`src/drkp_pkg.sv`:
```
// Types and constants for the DER RSA private key parser.
// Depends on nothing; used by the top level, its checker and the testbench.
package drkp_pkg;

   localparam logic [3:0] FIELD_COUNT = 4'd9;

   localparam logic [7:0] TAG_SEQUENCE = 8'h30;
   localparam logic [7:0] TAG_INTEGER  = 8'h02;
   localparam logic [7:0] LEN_LONG2    = 8'h82;
   localparam logic [7:0] LEN_LONG_BIT = 8'h80;

   localparam logic [16:0] COUNT_MAX   = 17'h1FFFF;
   localparam logic [16:0] HEADER_LEN  = 17'd4;

   localparam int RSP_DEPTH = 4;
   localparam int RSP_PTR_W = 2;
   localparam int RSP_CNT_W = 3;

   localparam logic [1:0] KIND_CONTENT     = 2'd0;
   localparam logic [1:0] KIND_EMPTY_FIELD = 2'd1;
   localparam logic [1:0] KIND_KEY_OK      = 2'd2;
   localparam logic [1:0] KIND_ERROR       = 2'd3;

   localparam logic [2:0] ERR_NOT_SEQUENCE = 3'd0;
   localparam logic [2:0] ERR_SEQ_LEN_FORM = 3'd1;
   localparam logic [2:0] ERR_TOTAL_LEN    = 3'd2;
   localparam logic [2:0] ERR_NOT_INTEGER  = 3'd3;
   localparam logic [2:0] ERR_LEN_FORM     = 3'd4;
   localparam logic [2:0] ERR_TRUNCATED    = 3'd5;
   localparam logic [2:0] ERR_NONE         = 3'd0;

   typedef enum logic [9:0] {
      PH_SEQ_TAG  = 10'b00_0000_0001,
      PH_SEQ_FORM = 10'b00_0000_0010,
      PH_SEQ_HI   = 10'b00_0000_0100,
      PH_SEQ_LO   = 10'b00_0000_1000,
      PH_INT_TAG  = 10'b00_0001_0000,
      PH_INT_LEN  = 10'b00_0010_0000,
      PH_INT_HI   = 10'b00_0100_0000,
      PH_INT_LO   = 10'b00_1000_0000,
      PH_CONTENT  = 10'b01_0000_0000,
      PH_DONE     = 10'b10_0000_0000
   } phase_type;

   typedef struct packed {
      logic [1:0] kind;
      logic [3:0] field_index;
      logic [7:0] value;
      logic       field_end;
      logic [2:0] error_code;
      logic       last;
   } rsp_word_type;

endpackage

```
`src/drkp_if.sv`:
```
// Handshake channels of the DER RSA private key parser: key bytes in, results out.
// Depends on nothing.
interface drkp_req_if;
   logic       valid;
   logic       ready;
   logic [7:0] data;
   logic       final_byte;

   modport source (output valid, output data, output final_byte, input ready);
   modport sink   (input valid, input data, input final_byte, output ready);
endinterface

interface drkp_rsp_if;
   logic       valid;
   logic       ready;
   logic [1:0] kind;
   logic [3:0] field_index;
   logic [7:0] value;
   logic       field_end;
   logic [2:0] error_code;
   logic       last;

   modport source (output valid, output kind, output field_index, output value,
                   output field_end, output error_code, output last, input ready);
   modport sink   (input valid, input kind, input field_index, input value,
                   input field_end, input error_code, input last, output ready);
endinterface

```
`src/der_rsa_private_key_parser_top.sv`:
```
// Parser for DER encoded PKCS#1 RSA private keys, one byte per word.
// Depends on drkp_pkg and the channel interfaces in drkp_if.sv.
//
// The block takes one key byte per clock cycle while req_ch.ready is high and
// updates its parse state in that same cycle; each byte yields zero, one or two
// result words, which wait in a four-entry result queue. Only the final byte of
// a key can yield two words (a content or empty-field word and the verdict),
// and it writes both into the queue at once; req_ch.ready is low while the queue
// holds three or more words. Results are registered in the queue before they
// appear on rsp_ch. After an error, later bytes give nothing, the final byte
// included; after the final byte the parser is ready for the next key.
module der_rsa_private_key_parser_top (
   input  logic               clock,
   input  logic               reset,
   drkp_req_if.sink           req_ch,
   drkp_rsp_if.source         rsp_ch
);

   drkp_pkg::phase_type    phase_ff, phase_in;
   logic [3:0]             field_ff, field_in;
   logic [15:0]            bytes_left_ff, bytes_left_in;
   logic [15:0]            seq_len_ff, seq_len_in;
   logic [16:0]            count_ff, count_in;
   logic                   failed_ff, failed_in;

   drkp_pkg::rsp_word_type queue_ff [drkp_pkg::RSP_DEPTH];
   logic [drkp_pkg::RSP_PTR_W-1:0] rd_ptr_ff, rd_ptr_in;
   logic [drkp_pkg::RSP_PTR_W-1:0] wr_ptr_ff, wr_ptr_in;
   logic [drkp_pkg::RSP_CNT_W-1:0] fill_ff, fill_in;

   drkp_pkg::rsp_word_type pars_word, fin_word, word0, word1;
   logic                   pars_vld, fin_vld;
   logic [1:0]             push_n;
   logic                   accept, pop;
   logic [7:0]             d;
   logic [15:0]            bl_dec, start_len;
   logic                   start_en;
   logic [3:0]             field_inc;
   logic                   header_phase;

   assign accept = req_ch.valid && req_ch.ready;
   assign pop    = rsp_ch.valid && rsp_ch.ready;
   assign d      = req_ch.data;
   assign bl_dec = bytes_left_ff - 16'd1;
   assign field_inc = field_ff + 4'd1;

   assign req_ch.ready = fill_ff <= drkp_pkg::RSP_CNT_W'(drkp_pkg::RSP_DEPTH - 2);

   always_comb begin
      phase_in      = phase_ff;
      field_in      = field_ff;
      bytes_left_in = bytes_left_ff;
      seq_len_in    = seq_len_ff;
      failed_in     = failed_ff;
      count_in      = (count_ff == drkp_pkg::COUNT_MAX) ? count_ff : count_ff + 17'd1;
      pars_vld      = 1'b0;
      pars_word     = '0;
      fin_vld       = 1'b0;
      fin_word      = '0;
      start_en      = 1'b0;
      start_len     = 16'd0;
      header_phase  = 1'b0;

      if (!failed_ff) begin
         case (phase_ff)
            drkp_pkg::PH_SEQ_TAG: begin
               if (d != drkp_pkg::TAG_SEQUENCE) begin
                  pars_vld              = 1'b1;
                  pars_word.kind        = drkp_pkg::KIND_ERROR;
                  pars_word.field_index = field_ff;
                  pars_word.error_code  = drkp_pkg::ERR_NOT_SEQUENCE;
                  failed_in             = 1'b1;
               end else begin
                  phase_in = drkp_pkg::PH_SEQ_FORM;
               end
            end
            drkp_pkg::PH_SEQ_FORM: begin
               if (d != drkp_pkg::LEN_LONG2) begin
                  pars_vld              = 1'b1;
                  pars_word.kind        = drkp_pkg::KIND_ERROR;
                  pars_word.field_index = field_ff;
                  pars_word.error_code  = drkp_pkg::ERR_SEQ_LEN_FORM;
                  failed_in             = 1'b1;
               end else begin
                  phase_in = drkp_pkg::PH_SEQ_HI;
               end
            end
            drkp_pkg::PH_SEQ_HI: begin
               seq_len_in = {d, 8'h00};
               phase_in   = drkp_pkg::PH_SEQ_LO;
            end
            drkp_pkg::PH_SEQ_LO: begin
               seq_len_in = {seq_len_ff[15:8], d};
               phase_in   = drkp_pkg::PH_INT_TAG;
            end
            drkp_pkg::PH_INT_TAG: begin
               if (d != drkp_pkg::TAG_INTEGER) begin
                  pars_vld              = 1'b1;
                  pars_word.kind        = drkp_pkg::KIND_ERROR;
                  pars_word.field_index = field_ff;
                  pars_word.error_code  = drkp_pkg::ERR_NOT_INTEGER;
                  failed_in             = 1'b1;
               end else begin
                  phase_in = drkp_pkg::PH_INT_LEN;
               end
            end
            drkp_pkg::PH_INT_LEN: begin
               if ((d & drkp_pkg::LEN_LONG_BIT) == 8'h00) begin
                  start_en  = 1'b1;
                  start_len = {8'h00, d};
               end else if (d == drkp_pkg::LEN_LONG2) begin
                  phase_in = drkp_pkg::PH_INT_HI;
               end else begin
                  pars_vld              = 1'b1;
                  pars_word.kind        = drkp_pkg::KIND_ERROR;
                  pars_word.field_index = field_ff;
                  pars_word.error_code  = drkp_pkg::ERR_LEN_FORM;
                  failed_in             = 1'b1;
               end
            end
            drkp_pkg::PH_INT_HI: begin
               bytes_left_in = {d, 8'h00};
               phase_in      = drkp_pkg::PH_INT_LO;
            end
            drkp_pkg::PH_INT_LO: begin
               start_en  = 1'b1;
               start_len = {bytes_left_ff[15:8], d};
            end
            drkp_pkg::PH_CONTENT: begin
               bytes_left_in         = bl_dec;
               pars_vld              = 1'b1;
               pars_word.kind        = drkp_pkg::KIND_CONTENT;
               pars_word.field_index = field_ff;
               pars_word.value       = d;
               pars_word.field_end   = (bl_dec == 16'd0);
               if (bl_dec == 16'd0) begin
                  field_in = field_inc;
                  phase_in = (field_inc >= drkp_pkg::FIELD_COUNT) ? drkp_pkg::PH_DONE
                                                                 : drkp_pkg::PH_INT_TAG;
               end
            end
            default: begin
            end
         endcase

         if (start_en) begin
            if (start_len == 16'd0) begin
               pars_vld              = 1'b1;
               pars_word.kind        = drkp_pkg::KIND_EMPTY_FIELD;
               pars_word.field_index = field_ff;
               pars_word.field_end   = 1'b1;
               field_in              = field_inc;
               phase_in = (field_inc >= drkp_pkg::FIELD_COUNT) ? drkp_pkg::PH_DONE
                                                              : drkp_pkg::PH_INT_TAG;
            end else begin
               bytes_left_in = start_len;
               phase_in      = drkp_pkg::PH_CONTENT;
            end
         end
      end

      if (req_ch.final_byte) begin
         header_phase = (phase_in == drkp_pkg::PH_SEQ_TAG) || (phase_in == drkp_pkg::PH_SEQ_FORM)
                     || (phase_in == drkp_pkg::PH_SEQ_HI) || (phase_in == drkp_pkg::PH_SEQ_LO);
         if (!failed_in) begin
            fin_vld = 1'b1;
            if (!header_phase && ({1'b0, seq_len_in} + drkp_pkg::HEADER_LEN != count_in)) begin
               fin_word.kind        = drkp_pkg::KIND_ERROR;
               fin_word.field_index = field_in;
               fin_word.error_code  = drkp_pkg::ERR_TOTAL_LEN;
            end else if (phase_in != drkp_pkg::PH_DONE) begin
               fin_word.kind        = drkp_pkg::KIND_ERROR;
               fin_word.field_index = field_in;
               fin_word.error_code  = drkp_pkg::ERR_TRUNCATED;
            end else begin
               fin_word.kind = drkp_pkg::KIND_KEY_OK;
            end
            fin_word.last = 1'b1;
         end
         phase_in      = drkp_pkg::PH_SEQ_TAG;
         field_in      = 4'd0;
         bytes_left_in = 16'd0;
         seq_len_in    = 16'd0;
         count_in      = 17'd0;
         failed_in     = 1'b0;
      end

      pars_word.last = !fin_vld;
   end

   always_comb begin
      word0  = fin_word;
      word1  = fin_word;
      push_n = {1'b0, fin_vld};
      if (pars_vld) begin
         word0  = pars_word;
         push_n = fin_vld ? 2'd2 : 2'd1;
      end
      if (!accept) begin
         push_n = 2'd0;
      end
      wr_ptr_in = wr_ptr_ff + drkp_pkg::RSP_PTR_W'(push_n);
      rd_ptr_in = rd_ptr_ff + drkp_pkg::RSP_PTR_W'(pop);
      fill_in   = fill_ff + drkp_pkg::RSP_CNT_W'(push_n) - drkp_pkg::RSP_CNT_W'(pop);
   end

   always_ff @(posedge clock) begin
      if (reset) begin
         phase_ff      <= drkp_pkg::PH_SEQ_TAG;
         field_ff      <= 4'd0;
         bytes_left_ff <= 16'd0;
         seq_len_ff    <= 16'd0;
         count_ff      <= 17'd0;
         failed_ff     <= 1'b0;
         rd_ptr_ff     <= '0;
         wr_ptr_ff     <= '0;
         fill_ff       <= '0;
      end else begin
         if (accept) begin
            phase_ff      <= phase_in;
            field_ff      <= field_in;
            bytes_left_ff <= bytes_left_in;
            seq_len_ff    <= seq_len_in;
            count_ff      <= count_in;
            failed_ff     <= failed_in;
         end
         rd_ptr_ff <= rd_ptr_in;
         wr_ptr_ff <= wr_ptr_in;
         fill_ff   <= fill_in;
      end
   end

   always_ff @(posedge clock) begin
      if (push_n != 2'd0) begin
         queue_ff[wr_ptr_ff] <= word0;
      end
      if (push_n == 2'd2) begin
         queue_ff[wr_ptr_ff + drkp_pkg::RSP_PTR_W'(1)] <= word1;
      end
   end

   assign rsp_ch.valid       = fill_ff != '0;
   assign rsp_ch.kind        = queue_ff[rd_ptr_ff].kind;
   assign rsp_ch.field_index = queue_ff[rd_ptr_ff].field_index;
   assign rsp_ch.value       = queue_ff[rd_ptr_ff].value;
   assign rsp_ch.field_end   = queue_ff[rd_ptr_ff].field_end;
   assign rsp_ch.error_code  = queue_ff[rd_ptr_ff].error_code;
   assign rsp_ch.last        = queue_ff[rd_ptr_ff].last;

endmodule

```
`src/flat_wrapper.sv`:
```
// flat-port wrapper written by rule: the top's interface ports become plain ports
module der_rsa_private_key_parser_top_flat 
  (clock, reset, req_ch_valid, req_ch_data, req_ch_final_byte, req_ch_ready, rsp_ch_valid, rsp_ch_kind, rsp_ch_field_index, rsp_ch_value, rsp_ch_field_end, rsp_ch_error_code, rsp_ch_last, rsp_ch_ready);
  drkp_req_if req_ch_i ();
  drkp_rsp_if rsp_ch_i ();
  input  logic clock;
  input  logic reset;
  input wire logic [$bits(req_ch_i.valid)-1:0] req_ch_valid;
  input wire logic [$bits(req_ch_i.data)-1:0] req_ch_data;
  input wire logic [$bits(req_ch_i.final_byte)-1:0] req_ch_final_byte;
  output wire logic [$bits(req_ch_i.ready)-1:0] req_ch_ready;
  output wire logic [$bits(rsp_ch_i.valid)-1:0] rsp_ch_valid;
  output wire logic [$bits(rsp_ch_i.kind)-1:0] rsp_ch_kind;
  output wire logic [$bits(rsp_ch_i.field_index)-1:0] rsp_ch_field_index;
  output wire logic [$bits(rsp_ch_i.value)-1:0] rsp_ch_value;
  output wire logic [$bits(rsp_ch_i.field_end)-1:0] rsp_ch_field_end;
  output wire logic [$bits(rsp_ch_i.error_code)-1:0] rsp_ch_error_code;
  output wire logic [$bits(rsp_ch_i.last)-1:0] rsp_ch_last;
  input wire logic [$bits(rsp_ch_i.ready)-1:0] rsp_ch_ready;
  assign req_ch_i.valid = req_ch_valid;
  assign req_ch_i.data = req_ch_data;
  assign req_ch_i.final_byte = req_ch_final_byte;
  assign req_ch_ready = req_ch_i.ready;
  assign rsp_ch_valid = rsp_ch_i.valid;
  assign rsp_ch_kind = rsp_ch_i.kind;
  assign rsp_ch_field_index = rsp_ch_i.field_index;
  assign rsp_ch_value = rsp_ch_i.value;
  assign rsp_ch_field_end = rsp_ch_i.field_end;
  assign rsp_ch_error_code = rsp_ch_i.error_code;
  assign rsp_ch_last = rsp_ch_i.last;
  assign rsp_ch_i.ready = rsp_ch_ready;
  der_rsa_private_key_parser_top u_core (.clock(clock), .reset(reset), .req_ch(req_ch_i), .rsp_ch(rsp_ch_i));
endmodule
```
`config.mk`:
```
export PLATFORM = sky130hd
export DESIGN_NAME = der_rsa_private_key_parser_top_flat
export DESIGN_NICKNAME = d
export VERILOG_FILES = /design/src/drkp_pkg.sv /design/src/drkp_if.sv /design/src/der_rsa_private_key_parser_top.sv /design/src/flat_wrapper.sv
export SDC_FILE = /design/constraint.sdc
export NUM_CORES = 1
export LEC_CHECK = 0
export BUFFER_PORTS_ARGS = -buffer_cell sky130_fd_sc_hd__buf_2
export CAP_MARGIN = 20
export CORE_MARGIN = 1.5
export CORE_UTILIZATION = 35
export DETAILED_ROUTE_END_ITERATION = 10
export GPL_ROUTABILITY_DRIVEN = 1
export GPL_TIMING_DRIVEN = 0
export PLACE_DENSITY = 0.62
export SLEW_MARGIN = 10
export SYNTH_ARGS = -nofsm -noshare
export SYNTH_HDL_FRONTEND = slang
export SYNTH_SLANG_ARGS = --single-unit
```
`constraint.sdc`:
```
create_clock -name clock -period 10.1 [get_ports clock]
set_clock_uncertainty 0.1 [all_clocks]
set_input_delay 2.02 -clock clock [delete_from_list [all_inputs] [get_ports clock]]
set_output_delay 2.02 -clock clock [all_outputs]
set_load 0.01 [all_outputs]
```
---- Word-level counts from Yosys, hierarchy flattened ----
Memories as Yosys holds them, arrays and structs flattened. A register that Yosys moved wholly into a read port is not among the register bits.
Index checks and enable logic that the tools add are counted.
word-level totals
  memories kept ........................... 1
  input port bits ......................... 13
  logic and storage cells ................. 140
  memory bits (writable) .................. 76
  output and inout port bits .............. 21
  register bits ........................... 71
cells by class
  add/subtract/negate cells ............... 9
  eq/ne operators ......................... 22
  muxes and demuxes ....................... 83
  reductions and logical operators ........ 14
  magnitude comparators ................... 2
memories
  name             depth  width  read ports  clocked after Yosys merged registers in  write ports  RTL line                              text
  u_core.queue_ff  4      19     1           1                                        2            der_rsa_private_key_parser_top.sv:26  drkp_pkg::rsp_word_type queue_ff [drkp_pkg::RSP_DEPTH];
operators with widths
  kind                   number
  $mux 16                7
  $mux 10                11
  $pmux 16 s2            3
  $pmux 10 s8            1
  $mux 6                 10
  $mux 4                 9
  $mux 17                2
  $logic_not 16->1       2
  $pmux 6 s5             1
  $mux 1                 22
  $eq 10x1->1 const B    2
  $eq 10x2->1 const B    2
  $eq 10x3->1 const B    2
  $eq 10x4->1 const B    2
  $mux 19                1
  $mux 18                1
  $add 16x3->17 const B  1
  $add 17x1->17 const B  1
  $eq 17x17->1 const B   1
  $ne 17x17->1           1
  $sub 16x1->16 const B  1
  $mux 3                 4
  $eq 10x5->1 const B    1
  $eq 10x6->1 const B    1
  32 further kinds       41

---- Longest topological paths before layout ----
Gate-level depths: netlist (run 1).
  depth in word-level cells ............... 18
  mapped depth ............................ 20
  mapped depth without buffers ............ 17

---- Worst setup path after synthesis (run 1) ----
Ideal clock, no wire load.
  path type ............................... input -> register
  start ................................... in req_ch_data[0]
  end ..................................... mem u_core.queue_ff[0][15] in the netlist's numbering (data pin)
  library setup time ...................... 257 ps
  required time ........................... 9,743 ps
  arrival ................................. 6,445 ps
  buffers on the path ..................... 2
  slack ................................... 3,299 ps
  cell stages on the path ................. 18
  path through ............................ clkbuf_1 or4_1 or4_1 a2bb2oi_1 nand2b_1 a21oi_1 nand2_1 o21ai_0 clkbuf_1 inv_1 ha_1 o21ai_1 nor3_1 nor2_1 inv_1 nand3_1 o31ai_1 a32o_1
RTL lines
  item         RTL line                              text
  from (decl)  flat_wrapper.sv:9                     input wire logic [$bits(req_ch_i.data)-1:0] req_ch_data;
  to (decl)    der_rsa_private_key_parser_top.sv:26

==> results of run 1 <==
[report_power, final]
| group | internal (mW) | switching [mW] | total [mW] |
|---|---|---|---|
| Clock | 0.363 | 0.320 | 0.683 |
| Combinational | 0.122 | 0.256 | 0.378 |
| Sequential | 0.637 | 0.0133 | 0.650 |
[placed cells by master (no fill, tap or decap), drive strengths merged, types with 37 or more instances in the layout]
master and n:
nor2 130, nand2 126, dfxtp 107, o21ai 106
clkbuf 89, a21oi 46, a22oi 41, buf 41
edfxtp 40, xnor2 37, nand3 37
[worst max-delay path, delay by kind of cell]
family	cells	cell delay, ns
AO/OA/AOI/OAI	6	1.98
AND/OR/NAND/NOR	7	2.62
adder cells (fa/ha/maj)	1	0.40
buffers and inverters	4	1.38
[path summary, 6_finish.rpt]
path         cells past startpoint                      to  slack [ns]             startpoint
max                             18  u_core.queue_ff[0][15]        1.77         req_ch_data[2]
min                              2   u_core.queue_ff[3][6]        0.35  u_core.queue_ff[3][6]
max reg2reg                     18  u_core.queue_ff[0][15]        3.62     u_core.phase_ff[9]
min reg2reg                      2   u_core.queue_ff[3][6]        0.35  u_core.queue_ff[3][6]
[kinds of logic after synthesis]
group	Yosys count	synth area share
AO/OA/AOI/OAI	303	0.207
multiplexers	36	0.0657
adder cells (fa/ha/maj)	13	0.0181
XOR/XNOR	50	0.0467
flip-flops	147	0.357
buffers and inverters	106	0.0454
AND/OR/NAND/NOR	483	0.260
[cell type report]
cell class                      instances  area, um2
Multi-Input combinational cell        885       5610
Fill cell                            2650      15600
Timing Repair Buffer                   30        153
Clock inverter                         15        208
Inverter                               23       86.3
Buffer                                 83        339
Clock buffer                           17        425
Tap cell                              335        419
Sequential cell                       147       3340
[registers in the layout (all words and copies together) (netlist names)]
name	count
u_core.fill_ff	3
u_core.field_ff	4
u_core.bytes_left_ff	16
u_core.queue_ff	76
u_core.wr_ptr_ff	2
u_core.failed_ff	1
u_core.rd_ptr_ff	2
u_core.count_ff	17
u_core.phase_ff	10
u_core.seq_len_ff	16
[routing by layer]
layer  track usage  share of wire  wire [um]
met5             0              0          0
met4        0.0688          0.019        575
met3        0.0366          0.079       2440
met2         0.359           0.45      14000
met1         0.303           0.45      13800
==> reports/metrics.yaml, run 1 <==
status: "complete, but fails checks"
failed_checks: "design-rule violations"
drt_first_iter_violations: 967
hold_viol: 0
tightest_slew_ns: 1.09
grt-ovfl-total: 0
grt_usage: 0.222
ys_warn_count: 0
fin_crit_sh: 0.825
synth_cell_type_count: 79
setup_ws_ns: 1.77
synthCells: 1138
clkSinkCount: 147
clkLatencyLatePin_ns: 0.45
netlist_area_um2: 9380
p_per_area_nw_per_um2: 162
cts_buffers: 17
finalNonFillerCells: 1535
grt_pass1_wl_um: 48000
pre_cts_ws_ns: 1.52
worstSetupPathType: "in -> reg"
dp_hpwl_um: 22100
yosysTopAreaCell: "dfxtp_1"
cts.repair.resized: 0
setup_viol: 0
fin_area_um2: 10600
cts_root_buf: "clkbuf_16"
max_slew_margin: 0.268
vdd_ir_drop_max_v: 0.000110
startpoint_type: "input pin"
synth-edff-count: 40
drcViolationCount: 4
path_cells: "clkbuf_1 > or4_1 > nor3_1 > a2bb2oi_1 > nand2b_1 > a21oi_1 > nand2_1 > o21ai_0 > clkbuf_1 > inv_1 > ha_1 > o21ai_1 > nor3_1 > nor2_1 > inv_1 > nand3_1 > o31ai_1 > a32o_1"
hold_class: "reg -> reg"
slowest_delay_ns: 0.71
slowest_stage: "nor2_1"
grt_setup_unrepaired: "false"
leakage_nw: 3.60
place_inst: 1503
antenna_found_initial: 0
ys_seq_area_frac: 0.357
synth.most_common_cell: "nor2_1"
wire_per_inst_um: 20.1
fmax_mhz: 120
die_w_um: 167
syn_nets: 1164
num_rows: 59
synth-main-ff-cell: "dfxtp_1"
ys_ff_latch: 147
grt_pass1_vias: 8457
vias_per_cell: 5.94
cts_setup_buffers: 0
cp_max_fo: 12
diodes: 0
vias: 9124
async_flop_share: 0
io_pins: 34
clkTransAtPathRegs_ns: 0.07
cp_data_required_time_ns: 10.19
tns_ns: 0
die_area_um2: 27800
totalWireLength_um: 30800
yosysTopAreaCellShare: 0.228
ys_top_cells_by_area: "dfxtp_1 (23%), edfxtp_1 (13%), o21ai_0 (5.4%)"
placed_cell_area_um2: 9950
end_kind: "flop"
cts.htree.levels: 4
tritoncts: "built"
synthTopCellsByCount: "nor2_1 (130), nand2_1 (126), dfxtp_1 (107)"
grt_max_degree: 19
drt.antenna.violating_nets: 0
holdBufCountCts: 0
syn_avg_cell_area_um2: 8.24
period_needed_ns: 8.33
final_util: 0.404
hold_ws_ns: 0.350
cap_violations: 0
final_nets: 1213
first_pass_iters: 9
area_growth_pct: 12.9
power_mw: 1.71
start_util: 0.358
worstPathArrival_ns: 8.42
gp_congestion: 0.950
clockBufferDepth: 2
die_y_um: 167
final_layout_size_suffix_gt1_frac: 0.101
drv_slew: 0
io_buffer_count: 29
core_area_um2: 26200
Note: power is estimated with default switching activity, not from simulation.
==> inputs of run 2 (changes only) <==
--- a/config.mk
+++ b/config.mk
@@ -5,6 +5,7 @@
 export SDC_FILE = /design/constraint.sdc
 export NUM_CORES = 1
 export LEC_CHECK = 0
+export ABC_AREA = 1
 export BUFFER_PORTS_ARGS = -buffer_cell sky130_fd_sc_hd__buf_2
 export CAP_MARGIN = 20
 export CORE_MARGIN = 1.5
@@ -12,7 +13,7 @@
 export DETAILED_ROUTE_END_ITERATION = 10
 export GPL_ROUTABILITY_DRIVEN = 1
 export GPL_TIMING_DRIVEN = 0
-export PLACE_DENSITY = 0.62
+export PLACE_DENSITY = 0.64
 export SLEW_MARGIN = 10
 export SYNTH_ARGS = -nofsm -noshare
 export SYNTH_HDL_FRONTEND = slang
==> constraint.sdc (replaced) <==
create_clock -name clock -period 6.85 [get_ports clock]
set_clock_uncertainty 0.1 [all_clocks]
set_input_delay 1.37 -clock clock [delete_from_list [all_inputs] [get_ports clock]]
set_output_delay 1.37 -clock clock [all_outputs]
set_load 0.01 [all_outputs]
==> run 2 against run 1 <==
  * The run now ends clean
  * First-iteration DRC count is 2.9% higher
  * Critical path depth is 3 higher
  * Final cell count is 24% higher
  * Worst hold slack better by 0.015 ns
  * Power is 95% higher
  * Global-route usage is 0.93 points lower
  * Clock power is 46% higher
  * Worst setup slack worse by 1.0 ns
  * Final area is 2.5% higher
  * Largest cell class unchanged
  * Largest power group is now combinational logic
==> reports/metrics.yaml, run 2 <==
status: "completed"
vdd_ir_drop_max_v: 0.000209  # +91%
holdBufCountCts: 0  # unchanged
synth-edff-count: 40  # unchanged
cp_num_buf_inv: 8  # +4
area_growth_pct: 12.5
syn_nets: 1522  # +31%
period_needed_ns: 6.09
comb_power_share: 0.397  # +0.176
hold_ws_ns: 0.365  # +0.0148 ns
totalWireLength_um: 29900  # -2.8%
cpMostUsedCell: "nand2_1"
die_w_um: 169  # +1.4%
tns_ns: 0  # unchanged
fin_crit_sh: 0.889
cts.repair.resized: 0  # unchanged
synthCells: 1496  # +31%
cts.htree.levels: 4  # unchanged
io_buffer_count: 32  # +10%
hold_class: "reg -> reg"
synth.most_common_cell: "nand2_1"
vias_per_cell: 5.31  # -11%
fin_area_um2: 10800  # +2.5%
clkSinkCount: 147  # unchanged
start_util: 0.357  # -0.00103
die_area_um2: 28500  # +2.8%
reg2reg_slack_ns: 1.60  # -2.02 ns
layout_common_cells: "nand2_1 (476), nor2_1 (148), inv_1 (138)"
p_seq_frac: 0.306  # -0.074
num_rows: 60  # +1.7%
min_from: "u_core.field_ff[3]"
pre_cts_ws_ns: 0.485  # -1.04 ns
path_cells: "buf_2 > inv_1 > nand2_1 > nor3_1 > nand4_1 > nand2_1 > nand2_1 > nor3_2 > inv_1 > nor2_1 > nand2_1 > inv_1 > ha_1 > inv_1 > nor2_1 > nor2_1 > inv_1 > nand2_1 > clkbuf_1 > clkbuf_1 > nand2_1"
regMostFlops: "u_core.queue_ff"
core_area_um2: 27000  # +3.1%
grt_max_degree: 17  # -2
tightest_slew_ns: 0.978  # -0.110 ns
synth_cell_type_count: 50  # -37%
slowest_delay_ns: 0.49  # -0.22 ns
yosysTopAreaCellShare: 0.222  # -0.00629
grt-ovfl-total: 0  # unchanged
largestRegisters: "u_core.queue_ff (76), u_core.count_ff (17)"
power_mw: 3.34  # +95%
drv_slew: 0  # unchanged
startpoint_type: "input pin"
tritoncts: "built"
slowest_stage: "nand2_1"
p_per_area_nw_per_um2: 308  # +91%
netlist_area_um2: 9640  # +2.8%
cp_max_fo: 10  # -2
ys_seq_area_frac: 0.347  # -0.00981
holdPathStages: 2  # unchanged
dp_hpwl_um: 22300  # +1.0%
setup_viol: 0  # unchanged
netSwitchingPower_mw: 1.39  # +140%
place_inst: 1869  # +24%
syn_avg_cell_area_um2: 6.44  # -22%
max_slew_margin: 0.342  # +0.0741
final_layout_size_suffix_gt1_frac: 0.0878  # -0.0130
drcViolationCount: 0  # -4
largest_register_ffs: 76  # unchanged
final_util: 0.401  # -0.00253
end_kind: "flop"
grt_pass1_vias: 9166  # +8.4%
ys_ff_latch: 147  # unchanged
die_y_um: 169  # +1.4%
synth-main-ff-cell: "dfxtp_1"
io_pins: 34  # unchanged
first_pass_iters: 6  # -3
fmax_mhz: 164
holdPathEnd: "u_core.field_ff[3]"
drt_first_iter_violations: 995  # +2.9%
setup.worst_path.start: "req_ch_data[2]"
grt_setup_unrepaired: "false"
clockBufferDepth: 2  # unchanged
clkTransAtPathRegs_ns: 0.07  # about the same
worstPathArrival_ns: 6.04  # -2.38 ns
yosysTopAreaCell: "dfxtp_1"
drt.antenna.violating_nets: 0  # unchanged
wire_per_inst_um: 15.7  # -22%
r2r-end: "u_core.queue_ff[3][17]"
grt_pass1_wl_um: 47900  # -0.29%
cp_data_required_time_ns: 6.80  # -3.39 ns
ys_warn_count: 0  # unchanged
grt_usage: 0.213  # -0.00927
swShare: 0.417  # +0.0726
clkLatencyLatePin_ns: 0.44  # about the same
cap_violations: 0  # unchanged
cts_buffers: 17  # unchanged
ys_top_cells_by_area: "dfxtp_1 (22%), nand2_1 (19%), edfxtp_1 (12%)"
p_clk_frac: 0.298  # -0.101
diodes: 0  # unchanged
synthTopCellsByCount: "nand2_1 (476), nor2_1 (148), inv_1 (138)"
worstSetupPathType: "in -> reg"
setup_ws_ns: 0.758  # -1.01 ns
leakage_nw: 4.71  # +31%
gp_congestion: 0.962  # +1.2%
placed_cell_area_um2: 10200  # +2.8%
vias: 10100  # +11%
rr_worst_depth: 20  # +2
cts_root_buf: "clkbuf_16"
finalNonFillerCells: 1901  # +24%
hold_viol: 0  # unchanged
async_flop_share: 0  # unchanged
layout_commonest_cell: "nand2_1"
r2r_start: "u_core.phase_ff[8]"
crit_family: "simple AND/OR/NAND/NOR gates"
cts_setup_buffers: 0  # unchanged
antenna_found_initial: 0  # unchanged
final_nets: 1573  # +30%
p_int_mw: 1.95  # +74%
-- run 2: cell count changes after synthesis, sizes merged, moves of 18 or more --
cell,previous run,this run
nor2,130,160
a21oi,46,78
o22ai,12,31
clkbuf,72,47
xnor2,37,9
nand3,37,140
nor4,21,3
inv,23,150
a22oi,41,2
nand2,126,504
mux4,19,0
-- run 2: cell type report --
type                       count  area [um2]
buffer                        51         215
clock buffer                  20         479
clock inverter                12         143
fill                        2906       16200
inverter                     154         581
multi-input combinational   1144        5500
sequential                   147        3340
tap                          341         427
timing repair buffer          32         160
-- run 2: how the worst max path moves through the flow --
stage / to / slack [ns] / depth (start not counted)
final: u_core.queue_ff[0][18] / 0.76 / 21
after global routing: u_core.queue_ff[3][17] / 0.47 / 22
after CTS: u_core.queue_ff[3][17] / 0.92 / 22
after detailed placement: u_core.queue_ff[3][14] / 0.49 / 22
after global placement: u_core.queue_ff[3][16] / 0.47 / 22
after floorplan: u_core.queue_ff[0][0] / 2.18 / 22
-- run 2: per-layer routing --
metal / wire length (um) / GRT usage / vias to the layer above / part of all wire
met4: 513 / 0.0668 / 0 / 0.017
met1: 13800 / 0.297 / 4639 / 0.46
li1: - / - / 4999 / -
met2: 13300 / 0.337 / 409 / 0.44
met5: 0 / 0 / - / 0
met3: 2300 / 0.0334 / 38 / 0.077
-- run 2: logic make-up after synthesis --
logic type | share of synthesized area
AOI/OAI and AO/OA | 0.133
xor gates and xnor gates | 0.0218
adders and majority gates | 0.0177
buffers and inverters | 0.0825
DFF | 0.347
and+or+nand+nor | 0.398
-- run 2: power groups by stage --
stage,clock [mW],sequential (mW),combinational (mW)
final,0.994,1.02,1.32
after CTS,1.00,1.02,1.30
after global placement,0,1.04,1.28
after global routing,1.04,1.03,1.45
after floorplan,0,1.03,0.909
after detailed placement,0,1.04,1.30
-- run 2: worst register-to-register path: stages (launching register included) --
cell and delay, ns:
dfxtp_1 0.37, nor2_2 0.38, nand2_1 0.13, nor3_1 0.26, inv_1 0.07, nor2_1 0.18
nand2_1 0.07, inv_1 0.12, nor3_2 0.09, inv_1 0.08, nor2_1 0.07, nand2_1 0.31
inv_1 0.19, ha_1 0.34, inv_1 0.11, nor2_1 0.30, nor2_1 0.12, nor2_1 0.62
inv_1 0.19, clkbuf_1 0.30, nand2_1 0.51
==> inputs of run 3 (changes only) <==
--- a/config.mk
+++ b/config.mk
@@ -13,7 +13,7 @@
 export DETAILED_ROUTE_END_ITERATION = 10
 export GPL_ROUTABILITY_DRIVEN = 1
 export GPL_TIMING_DRIVEN = 0
-export PLACE_DENSITY = 0.64
+export PLACE_DENSITY = 0.62
 export SLEW_MARGIN = 10
 export SYNTH_ARGS = -nofsm -noshare
 export SYNTH_HDL_FRONTEND = slang
==> constraint.sdc (replaced) <==
create_clock -name clock -period 5.9 [get_ports clock]
set_clock_uncertainty 0.1 [all_clocks]
set_input_delay 1.18 -clock clock [delete_from_list [all_inputs] [get_ports clock]]
set_output_delay 1.18 -clock clock [all_outputs]
set_load 0.01 [all_outputs]
==> run 3 against run 2 <==
  * Worst setup slack worse by 0.34 ns
  * Critical path type unchanged
  * Sequential share of layout area about the same
  * First-iteration DRC count down 6.4%
  * Final cell count about the same
  * Via count down 1.9%
  * Worst hold slack better by 0.0023 ns
  * Final area down 0.10%
==> reports/metrics.yaml, run 3 (synthesis gave the netlist of run 2 again) <==
die_w_um: 169  # unchanged
gp_congestion: 0.932  # -3.1%
hold_ws_ns: 0.367  # +0.00225 ns
setup.worst_path.start: "req_ch_data[0]"
totalWireLength_um: 29900  # about the same
layout_common_cells: "nand2_1 (474), nor2_1 (147), inv_1 (138)"
setup_viol: 0  # unchanged
vdd_ir_drop_max_v: 0.000213  # +1.6%
cp_data_required_time_ns: 5.86  # -0.94 ns
p_per_area_nw_per_um2: 354  # +15%
holdBufCountCts: 0  # unchanged
io_pins: 34  # unchanged
cts_setup_buffers: 0  # unchanged
cap_violations: 0  # unchanged
antenna_found_initial: 0  # unchanged
grt_pass1_vias: 8979  # -2.0%
drcViolationCount: 0  # unchanged
grt_pass1_wl_um: 47500  # -0.84%
place_inst: 1869  # unchanged
grt_setup_unrepaired: "false"
leakage_nw: 4.71  # about the same
io_buffer_count: 32  # unchanged
drv_slew: 0  # unchanged
reg2reg_slack_ns: 0.98  # -0.62 ns
vias_per_cell: 5.20  # -2.0%
die_area_um2: 28500  # unchanged
max_slew_margin: 0.461  # +0.119
wire_per_inst_um: 15.7  # about the same
end_kind: "flop"
num_rows: 60  # unchanged
met2_length_um: 13900  # +5.0%
fin_area_um2: 10800  # -0.10%
r2r_start: "u_core.phase_ff[8]"
startpoint_type: "input pin"
wl_met3_um: 1710  # -26%
cts_root_buf: "clkbuf_16"
final_util: 0.401  # -0.000416
min_from: "u_core.seq_len_ff[14]"
fin_crit_sh: 0.930
hold_class: "reg -> reg"
pre_cts_ws_ns: -0.296  # -0.782 ns
setup_ws_ns: 0.415  # -0.342 ns
top_layer: "met4"
status: "completed"
final_layout_size_suffix_gt1_frac: 0.0916  # +0.00379
grt_max_degree: 17  # unchanged
hold_viol: 0  # unchanged
vias: 9889  # -1.9%
largest_register_ffs: 76  # unchanged
grt_usage: 0.213  # about the same
drt_first_iter_violations: 931  # -6.4%
grt-ovfl-total: 0  # unchanged
start_util: 0.357  # unchanged
die_y_um: 169  # unchanged
clkLatencyLatePin_ns: 0.43  # about the same
cts_buffers: 17  # unchanged
tritoncts: "built"
clkTransAtPathRegs_ns: 0.07  # about the same
fmax_mhz: 182
final_nets: 1574  # +0.064%
worstPathArrival_ns: 5.44  # -0.60 ns
layout_commonest_cell: "nand2_1"
regMostFlops: "u_core.queue_ff"
largestRegisters: "u_core.queue_ff (76), u_core.count_ff (17)"
area_growth_pct: 12.4
first_pass_iters: 5  # -1
cp_max_fo: 10  # unchanged
cts.htree.levels: 4  # unchanged
diodes: 0  # unchanged
tightest_slew_ns: 0.803  # -0.176 ns
core_area_um2: 27000  # unchanged
clockBufferDepth: 2  # unchanged
period_needed_ns: 5.48
finalNonFillerCells: 1902  # +0.053%
clkSinkCount: 147  # unchanged
drt.antenna.violating_nets: 0  # unchanged
worstSetupPathType: "in -> reg"
drt-met1-wl_um: 13600  # -1.4%
dp_hpwl_um: 22400  # +0.49%
placed_cell_area_um2: 10200  # unchanged
## run 3: what timing repair did
item | 4_1_cts | 5_1_grt
endpoints found under the hold margin | 0 | 0
setup endpoints to repair | 0 | 20
resized for setup | 0 | 5
## run 3: cell type report
| cell class | count | area, um2 |
|---|---|---|
| flip-flops and latches | 147 | 3340 |
| multi-input cells | 1144 | 5510 |
| inverters | 154 | 581 |
| plain buffers | 51 | 216 |
| fillers | 2849 | 16200 |
| well taps | 341 | 427 |
| clock buffers | 18 | 439 |
| repair buffers | 33 | 165 |
| clock inverters | 14 | 158 |
## run 3: final timing paths
path	to	cells past startpoint
worst min-delay path	u_core.seq_len_ff[14]	2
worst min register to register	u_core.seq_len_ff[14]	2
worst max register to register	u_core.queue_ff[3][14]	20
worst max-delay path	u_core.queue_ff[2][16]	22
## run 3: power by group
group / switching [mW] / internal [mW]
Clock: 0.503 / 0.615
Combinational: 1.10 / 0.441
Sequential: 0.0422 / 1.14
## run 3: routing by layer
layer  up-vias  GRT usage
met4         0     0.0695
met3        45     0.0288
met5         -          0
met1      4520      0.281
met2       309      0.358
li1       5015          -
## run 3: stage by stage
step | TNS [ns] | total power, mW
floorplan | 0 | 2.25
global placement | -5.43 | 2.71
detailed placement | -5.14 | 2.72
CTS | 0 | 3.83
global route | 0 | 4.07
finish | 0 | 3.84
## run 3: worst max-delay path, cell delays in order
cell,delay (ns)
buf_2,0.10
inv_1,0.19
nand3_1,0.17
inv_1,0.08
nand4_1,0.19
inv_1,0.23
nor2_1,0.09
nand2_1,0.06
inv_1,0.07
nor3_2,0.24
inv_1,0.10
nor2_1,0.14
nand2_1,0.26
inv_1,0.27
ha_1,0.29
inv_1,0.19
nor2_1,0.17
nor2_1,0.22
inv_1,0.10
nand2_1,0.12
clkbuf_1,0.47
nand2_1,0.49
